<file path="src/rtl/scs_pkg.sv">
`default_nettype none
package scs_pkg;
    localparam int unsigned POS_W = 8;
    localparam int unsigned TGT_W = 17;

    typedef struct packed {
        logic [POS_W-1:0] pos;
        logic [TGT_W-1:0] target;
    } t_req;

    typedef struct packed {
        logic [POS_W-1:0] low;
        logic [POS_W-1:0] high;
    } t_res;
endpackage
`default_nettype wire

</file>
<file path="src/rtl/scs_front.sv">
`default_nettype none
// Front: latches requests into a two-entry queue; back pulls from it.
module scs_front (
    input  wire            i_clk,
    input  wire            i_rst_n,
    input  wire            i_push,
    input  wire scs_pkg::t_req i_req,
    output logic           o_full,
    output logic           o_valid,
    output scs_pkg::t_req  o_req,
    input  wire            i_take
);
    import scs_pkg::*;

    t_req       r_q [2];
    logic       r_wp, r_rp;
    logic [1:0] r_cnt;
    logic       w_push, w_take;

    assign o_full  = (r_cnt == 2'd2);
    assign o_valid = (r_cnt != 2'd0);
    assign o_req   = r_q[r_rp];
    assign w_push  = i_push && !o_full;
    assign w_take  = i_take && o_valid;

    always_ff @(posedge i_clk) begin
        if (w_push) begin
            r_q[r_wp] <= i_req;
        end
        if (!i_rst_n) begin
            r_wp  <= 1'b0;
            r_rp  <= 1'b0;
            r_cnt <= 2'd0;
        end else begin
            if (w_push) r_wp <= !r_wp;
            if (w_take) r_rp <= !r_rp;
            r_cnt <= r_cnt + {1'b0, w_push} - {1'b0, w_take};
        end
    end
endmodule
`default_nettype wire

</file>
<file path="src/rtl/scs_back.sv">
`default_nettype none
// Back: walks (low, high) pairs (a near fit ends a low's highs early), one restoring-divide bit per cycle.
module scs_back #(
    parameter int unsigned SLIDER_STEPS = 256,
    parameter int unsigned FRAC_BITS    = 16
) (
    input  wire            i_clk,
    input  wire            i_rst_n,
    input  wire            i_valid,
    input  wire scs_pkg::t_req i_req,
    output logic           o_take,
    output logic           o_res_valid,
    output scs_pkg::t_res  o_res,
    input  wire            i_res_pop
);
    import scs_pkg::*;

    localparam int unsigned PW  = $clog2(SLIDER_STEPS + 1);
    localparam int unsigned RW  = FRAC_BITS + 1;
    localparam int unsigned NW  = PW + FRAC_BITS;
    localparam int unsigned CW  = $clog2(NW + 1);
    localparam int unsigned DW  = (RW > TGT_W ? RW : TGT_W) + 1;
    localparam logic [DW-1:0] FULL = DW'(1) << FRAC_BITS;
    localparam logic [DW-1:0] NEAR = DW'(1) << (FRAC_BITS - 8);
    localparam logic [PW:0]   STEPS = (PW+1)'(SLIDER_STEPS);

    typedef enum logic [3:0] {
        S_IDLE = 4'b0001,
        S_DIV  = 4'b0010,
        S_EVAL = 4'b0100,
        S_OUT  = 4'b1000
    } t_state;

    t_state          r_st;
    logic [PW:0]     r_pos, r_low, r_high;
    logic [DW-1:0]   r_tgt, r_best;
    logic [POS_W-1:0] r_blo, r_bhi;
    logic [NW-1:0]   r_num;
    logic [PW:0]     r_rem;
    logic [NW-1:0]   r_quo;
    logic [CW-1:0]   r_cnt;
    logic [PW:0]     w_span;
    logic [PW+1:0]   w_trial;
    logic [DW-1:0]   w_ratio, w_d;
    logic            w_fit, w_last_hi, w_stop, w_done;

    assign w_span  = r_high - r_low;
    assign w_trial = {r_rem, r_num[NW-1]};
    assign o_take  = (r_st == S_IDLE) && i_valid;
    assign o_res_valid = (r_st == S_OUT);
    assign o_res   = '{low: r_blo, high: r_bhi};

    always_comb begin
        if (w_span == '0) begin
            w_ratio = '0;
        end else if (DW'(r_quo) + NEAR >= FULL) begin
            w_ratio = FULL;
        end else begin
            w_ratio = DW'(r_quo);
        end
        w_d   = r_tgt - w_ratio;
        w_fit = (w_ratio <= r_tgt) && (w_d <= r_best);
        w_stop    = w_fit && (w_d < NEAR);
        w_last_hi = (r_high + 1'b1 >= STEPS) || w_stop;
        w_done    = w_last_hi && (r_low + 1'b1 >= r_pos);
    end

    always_ff @(posedge i_clk) begin
        if (!i_rst_n) begin
            r_st <= S_IDLE;
        end else begin
            case (r_st)
                S_IDLE: begin
                    if (i_valid) begin
                        r_pos  <= (PW+1)'(i_req.pos);
                        r_tgt  <= DW'(i_req.target);
                        r_best <= FULL;
                        r_blo  <= '1;
                        r_bhi  <= '0;
                        r_low  <= '0;
                        r_high <= (PW+1)'(i_req.pos);
                        r_num  <= NW'(i_req.pos) << FRAC_BITS;
                        r_rem  <= '0;
                        r_quo  <= '0;
                        r_cnt  <= '0;
                        if (i_req.pos == '0 || (PW+1)'(i_req.pos) >= STEPS) begin
                            r_st <= S_OUT;
                        end else begin
                            r_st <= S_DIV;
                        end
                    end
                end
                S_DIV: begin
                    if (w_trial >= {1'b0, w_span} && w_span != '0) begin
                        r_rem <= (PW+1)'(w_trial - {1'b0, w_span});
                        r_quo <= {r_quo[NW-2:0], 1'b1};
                    end else begin
                        r_rem <= w_trial[PW:0];
                        r_quo <= {r_quo[NW-2:0], 1'b0};
                    end
                    r_num <= r_num << 1;
                    r_cnt <= r_cnt + 1'b1;
                    if (r_cnt == CW'(NW - 1)) r_st <= S_EVAL;
                end
                S_EVAL: begin
                    if (w_fit) begin
                        r_best <= w_d;
                        r_blo  <= r_low[POS_W-1:0];
                        r_bhi  <= r_high[POS_W-1:0];
                    end
                    if (w_done) begin
                        r_st <= S_OUT;
                    end else begin
                        if (w_last_hi) begin
                            r_low  <= r_low + 1'b1;
                            r_high <= r_pos;
                            r_num  <= NW'(r_pos - r_low - 1'b1) << FRAC_BITS;
                        end else begin
                            r_high <= r_high + 1'b1;
                            r_num  <= NW'(r_pos - r_low) << FRAC_BITS;
                        end
                        r_rem <= '0;
                        r_quo <= '0;
                        r_cnt <= '0;
                        r_st  <= S_DIV;
                    end
                end
                S_OUT: begin
                    if (i_res_pop) r_st <= S_IDLE;
                end
                default: r_st <= S_IDLE;
            endcase
        end
    end
endmodule
`default_nettype wire

</file>
<file path="src/rtl/slider_calibration_search.sv">
`default_nettype none
// channel  | ports                          | handshake
// request  | i_slider_pos, i_target_level   | i_push / o_full
// result   | o_cal_low, o_cal_high          | o_empty / i_pop
// Each (low, high) pair is run through the one-bit-per-cycle restoring divider
// in the back end; a request takes up to pos*(SLIDER_STEPS-pos) pairs.
// Two requests queue in front.
// Synchronous active-low reset empties both sides. Result holds until popped.
module slider_calibration_search #(
    parameter int unsigned SLIDER_STEPS = 256,
    parameter int unsigned FRAC_BITS    = 16
) (
    input  wire         i_clk,
    input  wire         i_rst_n,
    input  wire         i_push,
    output logic        o_full,
    input  wire  [7:0]  i_slider_pos,
    input  wire  [16:0] i_target_level,
    output logic        o_empty,
    input  wire         i_pop,
    output logic [7:0]  o_cal_low,
    output logic [7:0]  o_cal_high
);
    import scs_pkg::*;

    t_req w_in, w_q;
    t_res w_res;
    logic w_valid, w_take, w_rv;

    assign w_in = '{pos: i_slider_pos, target: i_target_level};

    scs_front u_front (
        .i_clk(i_clk), .i_rst_n(i_rst_n), .i_push(i_push), .i_req(w_in),
        .o_full(o_full), .o_valid(w_valid), .o_req(w_q), .i_take(w_take)
    );

    scs_back #(.SLIDER_STEPS(SLIDER_STEPS), .FRAC_BITS(FRAC_BITS)) u_back (
        .i_clk(i_clk), .i_rst_n(i_rst_n), .i_valid(w_valid), .i_req(w_q),
        .o_take(w_take), .o_res_valid(w_rv), .o_res(w_res), .i_res_pop(i_pop)
    );

    assign o_empty    = !w_rv;
    assign o_cal_low  = w_res.low;
    assign o_cal_high = w_res.high;
endmodule
`default_nettype wire
</file>
<file path="config.mk">
export PLATFORM = sky130hd
export DESIGN_NAME = slider_calibration_search
export DESIGN_NICKNAME = d
export VERILOG_FILES = /design/src/rtl/scs_pkg.sv /design/src/rtl/scs_front.sv /design/src/rtl/scs_back.sv /design/src/rtl/slider_calibration_search.sv
export SDC_FILE = /design/constraint.sdc
export NUM_CORES = 1
export LEC_CHECK = 0
export BUFFER_PORTS_ARGS = -buffer_cell sky130_fd_sc_hd__buf_4
export CAP_MARGIN = 25
export CORE_ASPECT_RATIO = 0.75
export CORE_UTILIZATION = 62
export CTS_CLUSTER_DIAMETER = 100
export DETAILED_ROUTE_END_ITERATION = 6
export GPL_TIMING_DRIVEN = 1
export PLACE_DENSITY = 0.9
export SLEW_MARGIN = 20
export SYNTH_ARGS = -nofsm -noshare
export SYNTH_HDL_FRONTEND = slang
export SYNTH_HIERARCHICAL = 1
export SYNTH_SLANG_ARGS = --single-unit
</file>
<file path="constraint.sdc">
create_clock -name i_clk -period 10.2 [get_ports i_clk]
set_input_delay 2.04 -clock i_clk [delete_from_list [all_inputs] [get_ports i_clk]]
set_output_delay 2.04 -clock i_clk [all_outputs]
set_load 0.005 [all_outputs]
</file>
=== Word-level counts from Yosys, hierarchy flattened ===
Memory sizes are Yosys's and may differ from the RTL's. A register that Yosys moved wholly into a read port is not among the register bits.
Cells that the tools add are included.

* Bits in registers: 145
* Bits in writable memories: 50
* Output and inout bits: 18
* Word-level logic and storage cells: 113
* Memories: 1

* $lt $le $gt $ge: 7
* Reductions and logical operators: 24
* Multiplexer cells: 43
* Eq/ne operators: 12
* Add/sub/neg operators: 11

{| class="wikitable"
|+ Memory list
! name !! depth !! width !! rd ports !! clocked after Yosys merged registers in !! write ports !! line !! RTL
|-
| u_front.r_q || 2 || 25 || 1 || 1 || 1 || scs_front.sv:15 || <nowiki>t_req r_q [2];</nowiki>
|}

{| class="wikitable"
|+ Operator list
! kind !! count
|-
| 18-bit two-way mux || 6
|-
| 10-bit two-way mux || 8
|-
| 25-bit two-way mux || 3
|-
| 25-bit case mux with 3 select lines || 1
|-
| 18-bit case mux with 3 select lines || 1
|-
| 10-bit case mux with 2 select lines || 2
|-
| 18-bit case mux with 2 select lines || 1
|-
| 8-bit two-way mux || 4
|-
| 8-bit case mux with 2 select lines || 2
|-
| 10-bit case mux with 3 select lines || 1
|-
| 10-bit by 1-bit adder with 10-bit output (second input constant) || 2
|-
| 4-bit two-way mux || 5
|-
| 10-bit subtractor || 2
|-
| 18-bit by 9-bit adder with 18-bit output (second input constant) || 1
|-
| 18-bit by 17-bit greater-or-equal comparator with 1-bit output (second input constant) || 1
|-
| 18-bit by 17-bit less-or-equal comparator with 1-bit output || 1
|-
| 18-bit less-or-equal comparator || 1
|-
| 18-bit by 9-bit less-than comparator with 1-bit output (second input constant) || 1
|-
| 17-bit by 18-bit subtractor with 18-bit output || 1
|-
| 4-bit case mux with 4 select lines || 1
|-
| 5-bit case mux with 3 select lines || 1
|-
| 4-bit AND reduction || 3
|-
| 11-bit by 10-bit greater-or-equal comparator with 1-bit output || 1
|-
| 10-bit by 8-bit greater-or-equal comparator with 1-bit output || 1
|-
| 26 further kinds || 46
|}

=== Longest topological paths before layout ===
* Word-level depth: 12
* Mapped depth: 34
* Depth with buffers taken out: 31

=== Cells and area by module ===
The synthesis kept the hierarchy.

{| class="wikitable"
|+ Modules (own cells, without submodules)
! module !! area an instance (sq um) !! sequential area each (sq um) !! times used !! cells each
|-
| scs_back || 8,355.5 || 3,713.6 || 1 || 825
|-
| scs_front || 2,143.3 || 1,601.5 || 1 || 104
|-
| slider_calibration_search || 3.8 || 0.0 || 1 || 1
|}

=== Worst setup path after synthesis ===
No wires, ideal clock.

* Path kind: register to register
* Start: reg u_back.r_low[0]
* End: reg u_back.r_cnt[0] (enable)
* Path slack: 2.475 ns
* Cell stages (with the launch flop): 27
* Path buffers: 1
* Arrival: 7.283 ns
* Cells stage by stage: edfxtp_1 ha_1 fa_1 nor2b_1 o21a_1 or3_1 a221oi_1 and4_1 nand3_1 a21boi_1 clkbuf_1 nand2_1 ha_1 a2111o_1 o21a_1 or2_2 o41a_1 o2111ai_1 ha_1 and2_1 a31oi_1 o31ai_1 o31ai_1 o41ai_4 inv_2 nor3_1 nor2_1

* Longest elaborated chain between the ends: 11
* Elaborated cells on any way between the ends: 15
* Those cells by class: add/sub (3); order compare (4); eq/ne (1); mux (1); reduce/logical (6)

{| class="wikitable"
|+ Ends and longest elaborated chain
! element !! line !! RTL
|-
| start: declaration || scs_back.sv:35 || <nowiki>logic [PW:0] r_pos, r_low, r_high;</nowiki>
|-
| start signal: assignment || scs_back.sv:115 || <nowiki>r_low <= r_low + 1'b1;</nowiki>
|-
| 10-bit subtractor * || scs_back.sv:47 || <nowiki>assign w_span = r_high - r_low;</nowiki>
|-
| 10-bit zero test * || scs_back.sv:54 || <nowiki>if (w_span == '0) begin</nowiki>
|-
| 18-bit two-way mux * || scs_back.sv:54 ||
|-
| 17-bit by 18-bit subtractor with 18-bit output * || scs_back.sv:61 || <nowiki>w_d = r_tgt - w_ratio;</nowiki>
|-
| via u_back.w_d[15] || scs_back.sv:44 || <nowiki>logic [DW-1:0] w_ratio, w_d;</nowiki>
|-
| 18-bit less-or-equal comparator || scs_back.sv:62 || <nowiki>w_fit = (w_ratio <= r_tgt) && (w_d <= r_best);</nowiki>
|-
| 1-bit logical AND || scs_back.sv:62 ||
|-
| 1-bit logical AND * || scs_back.sv:63 || <nowiki>w_stop = w_fit && (w_d < NEAR);</nowiki>
|-
| 1-bit logical OR * || scs_back.sv:64 || <nowiki>w_last_hi = (r_high + 1'b1 >= STEPS) || w_stop;</nowiki>
|-
| 1-bit logical AND * || scs_back.sv:65 || <nowiki>w_done = w_last_hi && (r_low + 1'b1 >= r_pos);</nowiki>
|-
| 2-bit inequality test (no source line) * || n/a ||
|-
| 4-bit AND reduction (no source line) * || n/a ||
|-
| end signal: assignment || scs_back.sv:102 || <nowiki>r_cnt <= r_cnt + 1'b1;</nowiki>
|-
| end: declaration || scs_back.sv:41 || <nowiki>logic [CW-1:0] r_cnt;</nowiki>
|}

Mark *: on every way through the listed nets, which the timed path passes. The rest lies on a longest branch.
A chain may end at the register's enable or synchronous reset.

=== Worst setup path after layout ===
* Start: reg u_back.r_low[4]
* End: reg u_back.r_quo[8] (enable)

* Longest elaborated chain between the ends: 11
* Elaborated cells on any way between the ends: 15
* Those cells by class: add/sub (3); order compare (4); eq/ne (1); mux (1); reduce/logical (6)

{| class="wikitable"
|+ Ends and longest elaborated chain
! element !! line !! RTL
|-
| 10-bit subtractor * || scs_back.sv:47 ||
|-
| 10-bit zero test * || scs_back.sv:54 ||
|-
| 18-bit two-way mux * || scs_back.sv:54 ||
|-
| 17-bit by 18-bit subtractor with 18-bit output * || scs_back.sv:61 ||
|-
| via u_back.w_d[17] || scs_back.sv:44 ||
|-
| 18-bit less-or-equal comparator || scs_back.sv:62 ||
|-
| 1-bit logical AND || scs_back.sv:62 ||
|-
| 1-bit logical AND * || scs_back.sv:63 ||
|-
| 1-bit logical OR * || scs_back.sv:64 ||
|-
| 1-bit logical AND * || scs_back.sv:65 ||
|-
| 2-bit inequality test (no source line) * || n/a ||
|-
| 4-bit AND reduction (no source line) * || n/a ||
|-
| end signal: assignment || scs_back.sv:96 || <nowiki>r_quo <= {r_quo[NW-2:0], 1'b1};</nowiki>
|-
| end signal: assignment || scs_back.sv:99 || <nowiki>r_quo <= {r_quo[NW-2:0], 1'b0};</nowiki>
|-
| end: declaration || scs_back.sv:40 || <nowiki>logic [NW-1:0] r_quo;</nowiki>
|}

Marks and branches as above.

==> run_results.csv <==
group,metric,value,unit
clocking,cts-resized-gates,0,
job,max_cap_viol_count,0,
critical_path,critPathMaxStageDelay,0.40,ns
hold_path,hold_class,"flop to flop",
timing,holdWs,0.505,ns
critical_path,r2r-end,"u_back/r_quo[8]$_SDFFCE_PN0P_",
critical_path,cp-end-kind,"flop",
finish,area_growth,12.3,%
place,placed_cell_area,11100,µm²
clocking,cts-root-buf,"clkbuf_16",
timing,setup_tns,0,ns
global_route,grt.total_usage,28.0,%
power_and_ir_drop,leakage,0.00459,µW
floorplanning,rows,40,
drt,dr.pass1.iters,7,
clocking,clock-sinks,180,
clocking,insertion_delay,0.44,ns
synthesis,yosysWarnings,6,
critical_path,path_class,"flop to flop",
synthesis,ys_types,72,
clocking,ctsHoldBuffers,0,
clocking,clkTransAtPathRegs,0.08,ns
timing,slew_violations,0,
clocking,postCtsSetupBuffers,0,
finish,ff_latch_area,5320,µm²
floorplanning,die_h,115,µm
global_route,grt_max_degree,41,
hold_path,hold_depth,2,
clocking,h-tree-depth,4,
drt,num_vias,7573,
timing,period_share,76.5,%
synthesis,synth_top_area_cell,"edfxtp_1",
finish,drive_above_1_share,13.5,%
synthesis,yosysMostFrequentCell,"edfxtp_1",
synthesis,synthArstFlopShare,0,%
status,violations,"design-rule violations",
global_route,overflow,0,
power_and_ir_drop,p_per_area,266,nW/µm²
synthesis,synth_area_per_cell,11.3,µm²
synthesis,ys_seq_elements,180,
synthesis,seq_area_frac_synth,50.6,%
critical_path,crit_required,10.39,ns
drt,via_per_inst,6.27,
critical_path,crit_path_start_kind,"flop",
timing,worst_slew_pin_slew,0.704,ns
critical_path,worstPathMaxFanout,28,
floorplanning,coreArea,16300,µm²
place,io_buffer_count,46,
timing,fin_skew,0.0131,ns
drt,wl_per_cell,19.5,µm
finish,antenna_cells,0,
power_and_ir_drop,ir_drop,0.182,mV
timing,min_period,7.80,ns
hold_path,worstHoldEndpoint,"u_front/r_wp$_SDFFE_PN0N_",
synthesis,ys_top_cells_by_count,"edfxtp_1 (171), nand2_1 (80), ha_1 (79)",
floorplanning,start_util,64.6,%
critical_path,crit_slowest_cell,"edfxtp_1",
floorplanning,fp.dieW,152,µm
timing,rsz0062_at_grt,"false",
place,dp_hpwl,16800,µm
timing,slew_headroom,52.9,%
global_route,grt_pass1_wl,37200,µm
synthesis,synth_flop_cell,"edfxtp_1",
critical_path,timing.rr.start,"u_back/r_low[4]$_SDFFCE_PP0P_",
synthesis,syn_inst,930,
drt,drc,5,
global_route,grt_pass1_vias,7178,
timing,max_freq,128,MHz
place,globalplace.congestion,0.926,
drt,ant_nets,0,
finish,fin_cells,1208,
finish,fin_area,11800,µm²
floorplanning,die_area,17500,µm²
place,place_inst,1174,
synthesis,synth_area,10500,µm²
synthesis,synth_edf_count,171,
critical_path,rrSetupSlack,2.40,ns
critical_path,worst_ep_arrival_time,7.99,ns
drt,wl,23500,µm
timing,finalHoldViolCount,0,
clocking,cts_buffer_depth,2,
clocking,cts_tree,"built",
global_route,grt_antenna_before_repair,0,
synthesis,synth.area.top_cells,"edfxtp_1 (49%), ha_1 (9.4%), xnor2_1 (3.1%)",
floorplanning,ios,47,
status,status,"complete, but fails checks",
hold_path,holdCritStartpoint,"u_front/r_wp$_SDFFE_PN0N_",
finish,nNetsFinal,1097,
synthesis,yosysTopAreaCellShare,48.9,%
finish,fillers,1062,
clocking,numCtsBuffers,17,
finish,multi_input_area,4840,µm²
timing,setup_viol,0,
drt,drt_iter0_drc,1090,
critical_path,rr_worst_depth,33,
critical_path,cpMostUsedCell,"nand2_1",
worst max-delay path by stage:
stage,from,endpoint,slack [ns],cells after the start
2_1_floorplan,u_back/r_low[0]$_SDFFCE_PP0P_,u_back/r_cnt[0]$_SDFFCE_PN0P_,2.47,26
3_3_place_gp,u_back/r_low[0]$_SDFFCE_PP0P_,u_back/r_quo[6]$_SDFFCE_PN0P_,2.79,32
3_5_place_dp,u_back/r_low[0]$_SDFFCE_PP0P_,u_back/r_quo[12]$_SDFFCE_PN0P_,2.59,33
4_1_cts,u_back/r_low[0]$_SDFFCE_PP0P_,u_back/r_quo[8]$_SDFFCE_PN0P_,2.47,33
5_1_grt,u_back/r_low[0]$_SDFFCE_PP0P_,u_back/r_quo[8]$_SDFFCE_PN0P_,1.95,33
6_report,u_back/r_low[4]$_SDFFCE_PP0P_,u_back/r_quo[8]$_SDFFCE_PN0P_,2.40,33
cells by family after synthesis:
kind of cell	count (synthesis)	share of synthesized area [%]
multiplexers	35	4.35
XOR/XNOR	58	4.84
adder cells (fa/ha/maj)	83	10.2
buffers and inverters	87	3.60
flip-flops	180	50.6
other	1	0.0357
AO/OA/AOI/OAI	173	11.2
AND/OR/NAND/NOR	313	15.2
cell type report:
type / count / share of cell area [%]
multi-input combinational: 664 / 41.1
inverter: 61 / 1.94
clock inverter: 15 / 1.91
tap: 210 / 2.23
timing repair buffer: 61 / 4.20
clock buffer: 17 / 3.61
sequential: 180 / 45.1
critical path, delay by kind of cell (launching register included):
kind | cells | cell delay, ns
buffers and inverters | 5 | 1.03
adder cells (fa/ha/maj) | 3 | 0.89
AO/OA/AOI/OAI | 12 | 2.99
XOR/XNOR | 2 | 0.39
AND/OR/NAND/NOR | 11 | 1.82
flip-flops | 1 | 0.40
layout by cell type (no fill, tap or decap), types with 4 or more instances in the layout:
cell type  count
o211ai_1       9
nand2b_1       9
fa_1           4
a22oi_1        6
nor2b_1       11
or3_1          8
mux2i_1       10
nand2_1       80
nor3_1        14
mux2_4        20
dfxtp_1        9
xnor2_1       37
nor2_1        61
nor4_1         7
o21ai_1        6
and2_1        51
a31oi_1        9
o21ai_0       35
inv_1         60
and3_1        10
xor2_1        21
o21a_1        12
mux2_2         5
nand3b_1       4
nand4_1       15
a21o_1        11
ha_1          79
clkinv_8       8
nand3_1       24
buf_4         57
clkbuf_16     17
a21oi_1       40
edfxtp_1     171
state kept, by name (all words and copies together), names as in the netlist, named ones only:
register       count
u_back/r_high     10
u_back/r_bhi       8
u_front/r_wp       1
u_back/r_blo       8
u_back/r_best     18
u_front/r_cnt      2
u_back/r_st        4
u_front/r_q       50
u_back/r_cnt       5
u_front/r_rp       1
u_back/r_tgt      17
u_back/r_pos       8
u_back/r_rem      10
u_back/r_num       9
u_back/r_quo      18
u_back/r_low      10
per-layer routing:
layer  GRT usage (%)  up-vias  wire, µm
li1                -     3528         -
met1            40.3     3592     10500
met2            42.4      417     10100
met3            6.13       36      2480
met4            9.46        0       425
met5               0        -         0
power breakdown:
group	total (µW)	switching (µW)	internal, µW	leakage, µW
Clock	688	344	344	0.000309
Sequential	1090	86.9	999	0.00165
Combinational	1360	817	545	0.00264
per-stage QoR:
| stage | power, µW | util [%] | worst slack [ns] |
|---|---|---|---|
| global placement | 2340 | 68.1 | 2.79 |
| floorplan | 2050 | - | 2.47 |
| detailed placement | 2390 | 68.3 | 2.59 |
| global route | 3300 | 72.5 | 1.95 |
| CTS | 3100 | 72.3 | 2.47 |
| finish | 3140 | 72.5 | 2.40 |
Note: power is estimated with default switching activity, not from simulation.
